## config.mk

```make
export PLATFORM = sky130hd
export DESIGN_NAME = mdpvi_ram
export DESIGN_NICKNAME = d
export VERILOG_FILES = /design/src/mdpvi_ram.sv
export SDC_FILE = /design/constraint.sdc
export NUM_CORES = 1
export LEC_CHECK = 0
export ABC_AREA = 1
export BUFFER_PORTS_ARGS = -buffer_cell sky130_fd_sc_hd__buf_2
export CORE_MARGIN = 2
export CORE_UTILIZATION = 35
export CTS_CLUSTER_DIAMETER = 150
export DETAILED_ROUTE_END_ITERATION = 7
export PLACE_DENSITY = 0.49
export SYNTH_ARGS = -nofsm -noshare
export SYNTH_HDL_FRONTEND = slang
export SYNTH_SLANG_ARGS = --single-unit
```

## constraint.sdc

```tcl
create_clock -name clock -period 3.5 [get_ports clock]
set_input_delay 1.05 -clock clock [delete_from_list [all_inputs] [get_ports clock]]
set_output_delay 1.05 -clock clock [all_outputs]
set_load 0.02 [all_outputs]
```

## src/mdpvi_ram.sv

```systemverilog
`timescale 1ns / 1ps
// ----------------------------------------------------------------------------
// mdpvi_ram
// Generic single-port-write, single-read RAM with registered read data.
// ----------------------------------------------------------------------------
module mdpvi_ram #(
   parameter int WIDTH = 32,
   parameter int DEPTH = 8
) (
   input  logic                     clock,
   input  logic                     we,
   input  logic [$clog2(DEPTH)-1:0] waddr,
   input  logic [WIDTH-1:0]         wdata,
   input  logic [$clog2(DEPTH)-1:0] raddr,
   output logic [WIDTH-1:0]         rdata
);

   logic [WIDTH-1:0] mem [DEPTH];

   always_ff @(posedge clock) begin
      if (we) begin
         mem[waddr] <= wdata;
      end
      rdata <= mem[raddr];
   end

endmodule

```

== Yosys cells after proc, flatten, opt, wreduce, memory -nomap -nowiden ==
Memories as Yosys holds them, arrays and structs flattened. A register that Yosys moved wholly into a read port is not among the register bits.
Index checks and enable logic that the tools add are counted.
W data, S select, Z words.

* Multipliers: 0
* Equal/unequal tests: 0
* Shift operators: 0
* Divide/modulo/power cells: 0
* Reductions and logical operators: 0
* Bitwise operators: 0
* Muxes and demuxes: 2
* $add $sub $neg: 0
* Order comparisons: 0

{| class="wikitable"
|+ Operators with widths
! operator !! count
|-
| $mux W1 || 2
|}

* Memories kept: 1
* Memory bits (writable): 256
* Bits in read-only memories: 0
* Output and inout port bits: 32
* Logic and storage cells: 3
* Input bits: 40
* Register bits: 0
* Latch bits: 0

{| class="wikitable"
|+ Memory list
! name !! words !! width !! read ports !! clocked after Yosys merged registers in !! write ports !! line !! source
|-
| mem || 8 || 32 || 1 || 1 || 1 || 18 || <nowiki>logic [WIDTH-1:0] mem [DEPTH];</nowiki>
|}

== Depth between registers and ports, before layout ==
* Depth in word-level cells: 2
* Gate-level depth with buffers: 8
* Mapped depth without buffers: 6

== Worst setup path after synthesis ==
Ideal clock, no wire load.

* Kind: in2reg
* Start: input port waddr[0]
* End: memory mem[0][0], enable pin
* Setup time: 0.421 ns
* Arrival time: 2.546 ns
* Stages on the path: 3
* Required time: 3.079 ns
* Path slack: 0.533 ns
* Buffers on the path: 0
* Cell sequence: inv_1 > nand2_1 > nor2_1

{| class="wikitable"
|+ RTL lines
! element !! line !! source
|-
| start, declared || 12 || <nowiki>input logic [$clog2(DEPTH)-1:0] waddr,</nowiki>
|-
| end, declared || 18 ||
|}

No word-level cell before the write port.

== Final worst setup path ==
* Start: input port waddr[0]
* End: memory mem[2][24], enable pin

No word-level cell before the write port.

==> parameters.txt <==
Parameter                              Value

Die
  Floorplan die area    ~0.035 mm²
  Die width    around 190 µm
  Initial standard-cell utilization of the core    0.355
  # rows    between 60 and 70
  Die height    188 µm
  Core Area    ~0.033 mm²
  Number of primary I/O pins    72

STA
  Relative slew margins    0.482
  Final Slew Violations    0
  Final Hold Fails    0
  Fin Clk Skew    roughly 0.019 ns
  Share of the clock period used by the worst path    0.593
  Pin slew with the least headroom to its limit    roughly 0.78 ns
  RSZ-0062 raised after global routing    no
  Max Clock Freq    ~480 MHz
  Final setup violation count    0
  Accumulated negative setup slack    0 ns
  Shortest period the worst path allows    approximately 2.1 ns

Clock tree
  CTS Buf Count    34
  # resized after CTS    0
  Worst skew pair latency    0.50 ns
  CTS clk-pin slew, worst paths    about 0.060 ns
  Number of levels in the clock H-tree    2
  Setup Buffers After CTS    0
  CTS tree    built
  Clk sink count    288
  Maximum buffer depth of the clock tree    3
  Cell at the root of the clock tree    sky130_fd_sc_hd__clkbuf_16
  # hold bufs at CTS    0

Setup path
  Max Fanout on Critical Path    16
  Critical path capture point type    register
  CP bufs+invs    3
  Required time at the endpoint of the critical path    3.70 ns
  Critical-path cell with the highest stage delay    sky130_fd_sc_hd__nor2_4
  Family with the most delay on the worst path    simple AND/OR/NAND/NOR gates
  Kind of start point of the critical path    input port
  Arrival time at the worst endpoint    2.28 ns
  Ordered list of cells on the worst path    buf_2, inv_1, nand2_1, nor2_4, buf_4
  Category of the critical setup timing path    input port to register
  Biggest cell delay along the critical path    ~0.55 ns

Run status
  Result of the run    complete, no violations

Route
  Detail-routed via count per cell    4.27
  Post-Route WL    roughly 26 mm
  Number of search-and-repair iterations in the first detailed-routing pass    5
  Vias post-DR    7297
  Detailed-route wire length per cell    roughly 15 µm
  Antenna violation net count after detailed routing    0
  DRC violations left    0
  Detailed Route Iter0 Violations    348

Cells and area
  Ratio of cells with drive above 1 in the final layout    0.125
  Finished Cell Area    0.0139 mm²
  FF/Latch Area    roughly 0.0083 mm²
  Number of antenna cells inserted    0
  Most frequent cells in the layout    sky130_fd_sc_hd__nand2_1 (422), sky130_fd_sc_hd__inv_1 (260), sky130_fd_sc_hd__edfxtp_1 (256)
  Area of combinational cells with multiple inputs    between 0.002 and 0.0025 mm²
  Net count of the finished layout    1276
  Post-synthesis to final-layout area growth    17.5%
  Most common library cell in the layout ignoring fill and taps    sky130_fd_sc_hd__nand2_1
  Number of filler instances in the final layout    around 3200

GRT
  Wire length of the first global-routing pass    41.3 mm
  Initial antenna violation count    0
  Pin count of the biggest net entering global routing    between 100 and 150
  Combined global-route utilization of all metal layers    0.150
  Number of global-route vias before repair    between 7000 and 8000
  Aggregate global routing overflow    0

Logic synthesis
  Mapped Cells    between 1000 and 1500
  Number of nets in the synthesized netlist    about 1200
  Mean cell area of the mapped netlist    just over 10 µm²
  Total number of yosys warnings    0
  Yosys top cell area share    0.647
  Sequential cell area fraction in the yosys report    0.701
  Number of distinct library cell variants in the gate-level netlist after synthesis    12
  Register bit total from synthesis    approximately 290
  Area leader, netlist    sky130_fd_sc_hd__edfxtp_1
  Synth area leaders    sky130_fd_sc_hd__edfxtp_1 (65%), sky130_fd_sc_hd__nand2_1 (13%), sky130_fd_sc_hd__inv_1 (8.2%)
  Post-synthesis cell area    ~0.012 mm²

Power
  Clock Power Share    0.450
  Net switching component of the power    1770 µW
  Share of power burned in registers    0.484
  Static leakage power    roughly 0.0064 µW
  Combinational fraction of design power    0.065
  Internal power of the cells    roughly 6300 µW
  Sw Ratio    0.219
  Areal power density over the cells    579 mW/mm²
  Largest vdd supply drop    between 200 and 300 µV

Place
  Detailed placer's ending HPWL    ~14 mm
  GPL Wtd Cong    0.717
  Cell area reported after detailed placement    around 0.013 mm²
  Number of I/O port buffers    a little over 70

Flow run
  Max Cap Viol    0

Hold path
  Hold Crit Class    register to register
-- cells in the mapped netlist, drive strengths merged --
library cell and count:
buf 41, clkbuf 7, dfxtp 32, edfxtp 256
inv 262, nand2 422, nand3 128, nor2 8
-- final timing paths --
check,start,endpoint,slack [ns],depth (start not counted)
worst min-delay path,mem[3][25],rdata[25],0.63,6
worst max register to register,mem[7][26],rdata[26],2.56,6
worst max-delay path,waddr[0],mem[2][24],1.42,5
worst min register to register,mem[3][25],rdata[25],0.63,6
-- final cells by class --
cell class | count | share of cell area
flip-flops and latches | 288 | 0.597
repair buffers | 92 | 0.0423
inverters | 262 | 0.0707
multi-input cells | 558 | 0.166
clock buffers | 47 | 0.0711
well taps | 448 | 0.0402
clock inverters | 14 | 0.0126
-- kinds of logic after synthesis --
family / after synthesis / synth area share
and+or+nand+nor: 558 / 0.190
buffers and inverters: 310 / 0.109
DFF: 288 / 0.701
-- tightest hold or removal path, stage by stage (launching register included) --
cell and delay (ns):
sky130_fd_sc_hd__edfxtp_1 0.32, sky130_fd_sc_hd__inv_1 0.03, sky130_fd_sc_hd__nand2_1 0.04, sky130_fd_sc_hd__nand3_1 0.06, sky130_fd_sc_hd__nand2_1 0.06, sky130_fd_sc_hd__nand2_1 0.04, sky130_fd_sc_hd__nand2_1 0.04
-- sequential cells by signal, indices dropped and copies added, names as in the netlist --
signal	flops
mem	256
rdata	32
-- metrics by stage --
stage / hold WS [ns] / cells / power [µW] / setup slack [ns] / util
2_1_floorplan: 0.587 / 1156 / 4310 / 0.533 / -
3_3_place_gp: 0.618 / 1648 / 4520 / 0.844 / 0.382
3_5_place_dp: 0.620 / 1648 / 4520 / 0.843 / 0.382
4_1_cts: 0.642 / 1709 / 8180 / 1.38 / 0.417
5_1_grt: 0.696 / 1709 / 8390 / 1.33 / 0.417
6_report: 0.633 / 1709 / 8070 / 1.42 / 0.417
-- per-layer routing --
metal	part of all wire	global-route usage	vias to the layer above	wire (µm)
li1	-	-	3740	-
met1	0.49	0.210	3409	12700
met2	0.46	0.245	109	11800
met3	0.031	0.0229	39	798
met4	0.019	0.0400	0	500
met5	0	0	-	0
-- power groups by stage --
stage / combinational [µW] / clock, µW / sequential, µW
2_1_floorplan: 277 / 0 / 4030
3_3_place_gp: 540 / 0 / 3980
3_5_place_dp: 540 / 0 / 3980
4_1_cts: 543 / 3720 / 3910
5_1_grt: 601 / 3870 / 3920
6_report: 528 / 3640 / 3910
Power figures use the tool's default switching activity.
