$ cat src/mdpvi_pkg.sv
`timescale 1ns / 1ps
// ----------------------------------------------------------------------------
// mdpvi_pkg
// Shared constants, types and helpers for the value iteration engine.
// ----------------------------------------------------------------------------
package mdpvi_pkg;

   localparam int NUM_STATES  = 8;
   localparam int NUM_ACTIONS = 4;
   localparam int SW = $clog2(NUM_STATES);
   localparam int AW = $clog2(NUM_ACTIONS);
   localparam int TDEPTH = NUM_STATES * NUM_ACTIONS * NUM_STATES;
   localparam int TW = $clog2(TDEPTH);
   localparam int PW = 17;
   localparam int VW = 32;

   localparam logic [PW-1:0] PROB_ONE = 17'd65536;

   localparam logic [1:0] OP_WR_PROB   = 2'd0;
   localparam logic [1:0] OP_WR_REWARD = 2'd1;
   localparam logic [1:0] OP_RUN       = 2'd2;

   localparam logic [1:0] REG_STATES   = 2'd0;
   localparam logic [1:0] REG_DISCOUNT = 2'd1;
   localparam logic [1:0] REG_EPSILON  = 2'd2;
   localparam logic [1:0] REG_MAXITER  = 2'd3;

   typedef struct packed {
      logic [3:0]  states;
      logic [15:0] discount;
      logic [15:0] epsilon;
      logic [15:0] max_iter;
   } cfg_type;

   // Round-half-up shift right by 16 (arithmetic shift floors, so add half).
   function automatic logic signed [63:0] round16(input logic signed [63:0] x);
      logic signed [63:0] y;
      y = x + 64'sd32768;
      return y >>> 16;
   endfunction

   function automatic logic signed [VW-1:0] sat32(input logic signed [63:0] x);
      if (x > 64'sd2147483647)
         return 32'sh7fffffff;
      else if (x < -64'sd2147483648)
         return 32'sh80000000;
      else
         return x[VW-1:0];
   endfunction

endpackage

$ cat src/mdpvi_csr.sv
`timescale 1ns / 1ps
// ----------------------------------------------------------------------------
// mdpvi_csr
// Configuration register file behind the APB-style port.
// ----------------------------------------------------------------------------
module mdpvi_csr (
   input  logic                 clock,
   input  logic                 reset,
   input  logic                 csr_psel,
   input  logic                 csr_penable,
   input  logic                 csr_pwrite,
   input  logic [3:0]           csr_paddr,
   input  logic [31:0]          csr_pwdata,
   output logic [31:0]          csr_prdata,
   output mdpvi_pkg::cfg_type   cfg
);

   mdpvi_pkg::cfg_type cfg_ff;
   logic [1:0]         idx;

   assign idx = csr_paddr[3:2];
   assign cfg = cfg_ff;

   // Write on the access phase
   always_ff @(posedge clock) begin
      if (reset) begin
         cfg_ff.states   <= 4'd5;
         cfg_ff.discount <= 16'd58982;
         cfg_ff.epsilon  <= 16'd7;
         cfg_ff.max_iter <= 16'd1000;
      end else if (csr_psel && csr_penable && csr_pwrite && csr_paddr[1:0] == 2'd0) begin
         case (idx)
            mdpvi_pkg::REG_STATES:   cfg_ff.states   <= csr_pwdata[3:0];
            mdpvi_pkg::REG_DISCOUNT: cfg_ff.discount <= csr_pwdata[15:0];
            mdpvi_pkg::REG_EPSILON:  cfg_ff.epsilon  <= csr_pwdata[15:0];
            mdpvi_pkg::REG_MAXITER:  cfg_ff.max_iter <= csr_pwdata[15:0];
            default: ;
         endcase
      end
   end

   // Read back
   always_comb begin
      case (idx)
         mdpvi_pkg::REG_STATES:   csr_prdata = {28'd0, cfg_ff.states};
         mdpvi_pkg::REG_DISCOUNT: csr_prdata = {16'd0, cfg_ff.discount};
         mdpvi_pkg::REG_EPSILON:  csr_prdata = {16'd0, cfg_ff.epsilon};
         mdpvi_pkg::REG_MAXITER:  csr_prdata = {16'd0, cfg_ff.max_iter};
         default:                 csr_prdata = 32'd0;
      endcase
   end

endmodule

$ cat config.mk
export PLATFORM = sky130hd
export DESIGN_NAME = mdpvi_csr
export DESIGN_NICKNAME = d
export VERILOG_FILES = /design/src/mdpvi_pkg.sv /design/src/mdpvi_csr.sv
export SDC_FILE = /design/constraint.sdc
export NUM_CORES = 1
export LEC_CHECK = 0
export BUFFER_PORTS_ARGS = -buffer_cell sky130_fd_sc_hd__buf_2
export CAP_MARGIN = 30
export CORE_UTILIZATION = 25
export CTS_BUF_LIST = sky130_fd_sc_hd__clkbuf_2
export CTS_CLUSTER_SIZE = 14
export DETAILED_ROUTE_END_ITERATION = 8
export GPL_ROUTABILITY_DRIVEN = 0
export PLACE_DENSITY = 0.58
export SLEW_MARGIN = 20
export SYNTH_ARGS = -nofsm -noshare
export SYNTH_HDL_FRONTEND = slang
export SYNTH_SLANG_ARGS = --single-unit
export TNS_END_PERCENT = 100
$ cat constraint.sdc
create_clock -name clock -period 1.35 [get_ports clock]
set_input_delay 0.0675 -clock clock [delete_from_list [all_inputs] [get_ports clock]]
set_output_delay 0.0675 -clock clock [all_outputs]
set_load 0.05 [all_outputs]
# Yosys cells after proc, flatten, opt, wreduce, memory -nomap -nowiden
# Index checks and enable logic that the tools add are counted.
[totals]
elab_cells = 17
regBits = 52
output_inout_bits = 84
inputBits = 41
[classes]
n_mux = 1
reduce_logical = 9
n_eq_ne = 3
[op_table]
columns = ["cell", "n"]
rows = [
  ["$pmux W32 S4", 1],
  ["$reduce_and A2 Y1", 4],
  ["$eq A2 B2 Y1 const B", 2],
  ["$logic_not A2 Y1", 2],
  ["$logic_and A1 B1 Y1", 3],
  ["$eq A2 B1 Y1 const B", 1],
]

# Depth between registers and ports, before layout
# Gate-level depths: netlist of the first run.
[logic_depth]
depth_word = 4
mapped_depth = 5
mapped_depth_nobuf = 3

# Worst setup path before layout of the first run
# OpenSTA, ideal clock, no wires.
[synth_path]
kind = "reg-to-output"
startpoint = "register cfg_ff, in the netlist cfg[10]"
endpoint = "output csr_prdata[10]"
required_time_ps = 1283
path_buffers = 0
path_slack_ps = -5
arrival_ps = 1287
path_stages_with_launch = 3
cell_sequence = "dfxtp_1 > mux2_2 > a22o_1"
[synth_between]
elab_chain_len = 1
[synth_lines]
columns = ["item", "line", "text"]
rows = [
  ["start: declaration", "mdpvi_csr.sv:18", "mdpvi_pkg::cfg_type cfg_ff;"],
  ["$pmux W32 S4", "mdpvi_csr.sv:44", "case (idx)"],
  ["end: declaration", "mdpvi_csr.sv:14", "output logic [31:0] csr_prdata,"],
]
# No other way between the ends. The select of a mux whose other input is x is not followed.

# Worst setup path in the final report of the first run
[layout_path]
startpoint = "register cfg_ff, in the netlist cfg[1]"
endpoint = "output csr_prdata[1]"
# The elaborated chain is that of the path after synthesis.

==> results of run 1 <==
[what timing repair did]
item                       4_1_cts  5_1_grt
gates resized for setup         68        5
buffers inserted                31        1
hold buffers                    16        0
hold endpoints to repair        52        0
setup endpoints to repair       16       16
[worst max-delay path, stage by stage (launching register included)]
cell and delay, ns:
dfxtp_2 0.38, mux4_2 0.48, buf_6 0.17
[path summary, 6_finish.rpt]
kind                                    from             to  depth (start not counted)
worst max register to register       cfg[22]        cfg[22]                          4
worst max-delay path                  cfg[1]  csr_prdata[1]                          2
worst min-delay path            csr_paddr[0]        cfg[14]                          5
worst min register to register        cfg[0]         cfg[0]                          2
[Yosys cell counts, types with 2 or more instances]
library cell	number
nor2b_1	14
a22o_1	12
buf_4	17
and3_1	2
nand2b_1	35
mux2i_1	39
o21ai_0	16
mux2_2	12
o21ai_1	10
clkbuf_1	14
nor2_1	35
buf_2	4
nand3_1	3
dfxtp_1	52
buf_6	2
mux4_2	4
[per-stage QoR]
step	worst slack [ns]	power, mW	util (%)	hold WS [ns]
floorplan	0.09338	1.994	-	0.2132
global placement	-0.02404	2.091	32.89	0.3399
detailed placement	-0.02536	2.096	32.89	0.3442
CTS	-0.2219	3.010	38.95	0.09180
global route	-0.2499	3.107	39.12	0.1314
finish	-0.1667	2.960	39.12	0.1382
[cell families (layout without fill, tap and decap cells)]
kind of cell           count (synthesis)  after routing  synth area share [%]
other                                  1             16                0.1432
buffers and inverters                 37            167                 8.504
DFF                                   52             52                 39.75
AOI/OAI and AO/OA                     38             38                 8.982
and+or+nand+nor                       93             93                 19.11
muxes                                 55             55                 23.51
[cell type report]
cell class	instances	area (um^2)	area share, %
repair buffers	159	1147	29.47
well taps	133	166.4	4.274
clock inverters	2	35.03	0.8997
clock buffers	6	30.03	0.7712
flip-flops and latches	52	1089	27.96
multi-input cells	202	1426	36.63
[per-layer routing]
metal  track usage, %  up-vias  wire, um
met1            17.87     1181      3549
met3            3.008       10       401
li1                 -     1194         -
met2            25.78       92      3846
met5                0        -         0
met4            4.286        0       107
[power by group through the flow]
stage          clock network, mW  registers, mW  logic (mW)
4_1_cts                    0.862           1.55       0.598
6_report                   0.812           1.55       0.599
2_1_floorplan                  0           1.60       0.393
3_3_place_gp                   0           1.58       0.512
3_5_place_dp                   0           1.58       0.516
5_1_grt                    0.921           1.55       0.633
==> impl_metrics.ini, run 1 <==
[clock_tree]
root_buffer = clkbuf_2
h-tree-depth = 2
cts_tree = yes
clk_latency_ns = 0.41
path_clk_slew_ns = 0.27
cts.path.max_buffers = 2
clock-sinks = 52
cts_inserted_buffers = 5

[sta]
fin_crit_ns = 1.517
final_max_slew_viol_count = 0
final.setup_skew_ns = 0
finalCritPeriodShare_pct = 112.3
hold_violations = 0
max_freq_mhz = 659.3
finalSetupTns_ns = -2.208
setup_viol = 16
rsz0062_at_grt = true
setup_ws_ns = -0.1667

[pwr]
cellLeakagePower_nw = 1.838
p_int_mw = 2.082
p_comb_share_pct = 20.2
peakVddDrop_uv = 327.6
p_sw_share_pct = 29.68
clkPwrFrac_pct = 27.4
pwr-share-seq_pct = 52.3
pwr_density_cell_nw_per_um2 = 760.3
power_switching_mw = 0.8786

[yosys]
synth_edf_count = 0
ys_seq_area_share_pct = 39.75
synthCells = 276
synthTopCellsByArea = dfxtp_1 (40%), mux2i_1 (15%), nand2b_1 (8.4%)
netlist_area_um2 = 2619
async_reset_ff_share_pct = 0
ys_warn_count = 0
synth.distinct_cells = 21
synth_ff_type = dfxtp_1
synth_top_area_share_pct = 39.75
ys_seq_elements = 52
synth.avg_cell_area_um2 = 9.488
synth_area_leader_cell = dfxtp_1

[grt]
grt_pass1_vias = 2524
grt_overflow = 0
grt_max_degree = 82
track_usage_pct = 14.66
grt_pass1_wl_um = 12720
antenna_found_initial = 0

[detailed_routing]
wirelength_um = 7904
wl_per_cell_um = 14.27
drt_first_pass_iters = 4
viasPerCell = 4.471
route.vias.total = 2477
drc = 0
dr.first_iter.drc_count = 71
drt.antenna.violating_nets = 0

[die]
initial_core_util_pct = 26.31
dieHeight_um = 104.3
die_area_um2 = 10890
coreArea_um2 = 9955
fp-row-count = 36
die_w_um = 104.3
top_level_ports = 125

[layout]
n_antenna_cell = 0
layout.cells.non_filler = 554
final_common_cell = buf_2
final_cell_area_um2 = 3894
nFillCells = 1003
area_delta_synth_final_pct = 48.69
largest_reg_flops = 52
final_cell_mix = buf_2 (75), buf_4 (48), mux2i_1 (39), dfxtp_2 (38)
drive_above_1_share_pct = 51.78
fin_nets = 461

[outcome]
status = finished with violations
violations = negative setup slack

[placed_design]
dp_hpwl_um = 5279
numPortBuffers = 92
dpl_cell_area_um2 = 3274
dp.cells = 498

[worst_setup_path]
crit_required_ns = 1.28
worstSetupStartpointType = flop
cp.arrival_ns = 1.45
ff2ff_setup_slack_ns = 0.49
critPathMaxFanout = 2
criticalPathCategory = reg -> out
end_kind = output pin

[min_path]
min_path_type = in -> reg

[run]
maxCapViolCount = 0
(Power assumes the default switching activity.)
==> run 2: changes to the inputs <==
ABC_AREA = 1   (was unset)
==> run 2 against run 1 <==
The flow still finishes with violations (negative setup slack); critical path depth is 1 higher; count of clock-buffer cells in the layout is 1 lower; die area grew 8.8%; combinational power rose by 30%; worst hold slack worse by 0.10 ns; global-route usage is 0.75 points higher; via count rose by 24%; design area grew 5.7%; utilization down 1.7 points; non-clock buffer count down 27; critical path type unchanged.
==> impl_metrics.ini, run 2 <==
[yosys]
synth_common_cells = nand2_1 (116), inv_1 (80), nand4_1 (53), dfxtp_1 (52), nor2_1 (32)
ys_seq_elements = 52
synth_area_leader_cell = dfxtp_1
synth_top_area_share_pct = 36.49
synth_top_family_by_area = simple AND/OR/NAND/NOR gates
synth_edf_count = 0
synth_simple_gate_area_share_pct = 38.07
synth.distinct_cells = 20
synthMuxAreaShare_pct = 0
synth-compound-area-share_pct = 4.474
ys_seq_area_share_pct = 36.49
yosys.area_share.adder_pct = 0
synth.avg_cell_area_um2 = 6.665
ys_warn_count = 0
synthTopCellsByArea = dfxtp_1 (36%), nand2_1 (15%), nand4_1 (12%)
async_reset_ff_share_pct = 0
netlist_area_um2 = 2853
synth_most_common_cell = nand2_1
synthCells = 428
synth_xor_area_share_pct = 0
synth_ff_type = dfxtp_1

[run]
maxCapViolCount = 0

[clock_tree]
cts.path.max_buffers = 2
clock-sinks = 52
cts_inserted_buffers = 5
root_buffer = clkbuf_2
path_clk_slew_ns = 0.29
clk_latency_ns = 0.44
cts_tree = yes
h-tree-depth = 2

[grt]
track_usage_pct = 15.41
antenna_found_initial = 0
grt_pass1_wl_um = 14110
grt_overflow = 0
grt_max_degree = 53
grt_pass1_vias = 2751

[die]
dieHeight_um = 108.8
top_level_ports = 125
initial_core_util_pct = 25.97
die_w_um = 108.8
die_area_um2 = 11840
fp-row-count = 38
coreArea_um2 = 10980

[worst_setup_path]
max_stage_delay_ns = 0.42
worstSetupStartpointType = flop
cp_num_buf_inv = 2
path_cells = inv_2, o211ai_1, buf_4
criticalPathCategory = reg -> out
critical-path-top-delay-family = flip-flops
end_kind = output pin
crit_required_ns = 1.28
critPathSlowestCell = dfxtp_4
crit_start = cfg[25]
worstReg2RegStart = cfg[1]
critPathMaxFanout = 2
cp.arrival_ns = 1.29

[detailed_routing]
drt_first_pass_iters = 4
viasPerCell = 4.537
wl_per_cell_um = 13.42
route.vias.total = 3076
wirelength_um = 9097
drc = 0
drt.antenna.violating_nets = 0
dr.first_iter.drc_count = 116

[sta]
setup_viol = 2
hold_violations = 0
rsz0062_at_grt = true
max_freq_mhz = 737.2
finalCritPeriodShare_pct = 100.5
fin_crit_ns = 1.356
finalSetupTns_ns = -0.01124
setup_ws_ns = -0.006425
whs_ns = 0.03611
final_max_slew_viol_count = 0
final.setup_skew_ns = 0

[pwr]
cellLeakagePower_nw = 1.993
peakVddDrop_uv = 372.4
pwr_density_cell_nw_per_um2 = 770.6

[placed_design]
pre_cts_slack_ns = 0.04239
numPortBuffers = 92
dpl_cell_area_um2 = 3666
dp_hpwl_um = 6131

[layout]
area_delta_synth_final_pct = 44.21
drive_above_1_share_pct = 39.96
fin_nets = 578
largest_reg_flops = 52
n_antenna_cell = 0
nFillCells = 1155
utilization_pct = 37.46
final_cell_mix = nand2_1 (113), buf_2 (74), inv_1 (56), nand4_1 (53), dfxtp_2 (40)
final_cell_area_um2 = 4114
final_common_cell = nand2_1

[outcome]
violations = negative setup slack
status = finished with violations

[min_path]
min_from = csr_paddr[0]
min_path_type = in -> reg
[run 2: changes by cell type after synthesis, sizes merged, moves of 26 or more]
| cell | change |
|---|---|
| o21ai | -26 |
| mux2i | -39 |
| inv | +84 |
| nand2b | -35 |
| nand4 | +52 |
| nand2 | +116 |
[run 2: per-layer routing]
metal	global-route usage (%)	up-vias	part of all wire (%)
li1	-	1548	-
met1	18.95	1434	43
met5	0	-	0
met3	3.168	7	5.1
met4	3.089	0	0.76
met2	27.62	87	51
[run 2: cells by family after synthesis]
kind of cell / count (synthesis)
other cells: 1
flops: 52
buf+inv: 130
simple gates: 230
compound gates: 15
[run 2: final timing paths]
check                  end  slack, ns  depth (start not counted)
min reg2reg        cfg[18]       0.49                          2
min                cfg[32]       0.04                          5
max reg2reg         cfg[1]       0.44                          6
max          csr_prdata[9]     -0.006                          3
[run 2: layout make-up]
type | count | area (um^2) | area share [%]
clock buffer | 5 | 25.02 | 0.6083
clock inverter | 3 | 37.54 | 0.9124
timing repair buffer | 132 | 975.9 | 23.72
multi-input combinational | 261 | 1479 | 35.95
sequential | 52 | 1102 | 26.79
inverter | 85 | 319.1 | 7.755
tap | 140 | 175.2 | 4.258
[run 2: timing repair]
action,4_1_cts,5_1_grt
gates resized for setup,70,29
buffers inserted,1,7
endpoints found under the hold margin,52,0
endpoints found under the setup margin,16,16
hold buffers,17,0
pin swaps,7,8
[run 2: power by group]
group | switching [mW] | internal (mW)
registers | 0.00834 | 1.55
clock network | 0.537 | 0.301
logic | 0.538 | 0.240
[run 2: metrics by stage]
step           power (mW)  std cells
2_1_floorplan       2.118        443
3_3_place_gp        2.273        645
3_5_place_dp        2.278        645
4_1_cts             3.198        671
5_1_grt             3.308        678
6_report            3.170        678
[run 2: worst min-delay path, cell delays in order]
cell and delay [ns]:
buf_2 0.10, nor2_4 0.08, nand4_1 0.10, nand2_1 0.05
nor2_1 0.07
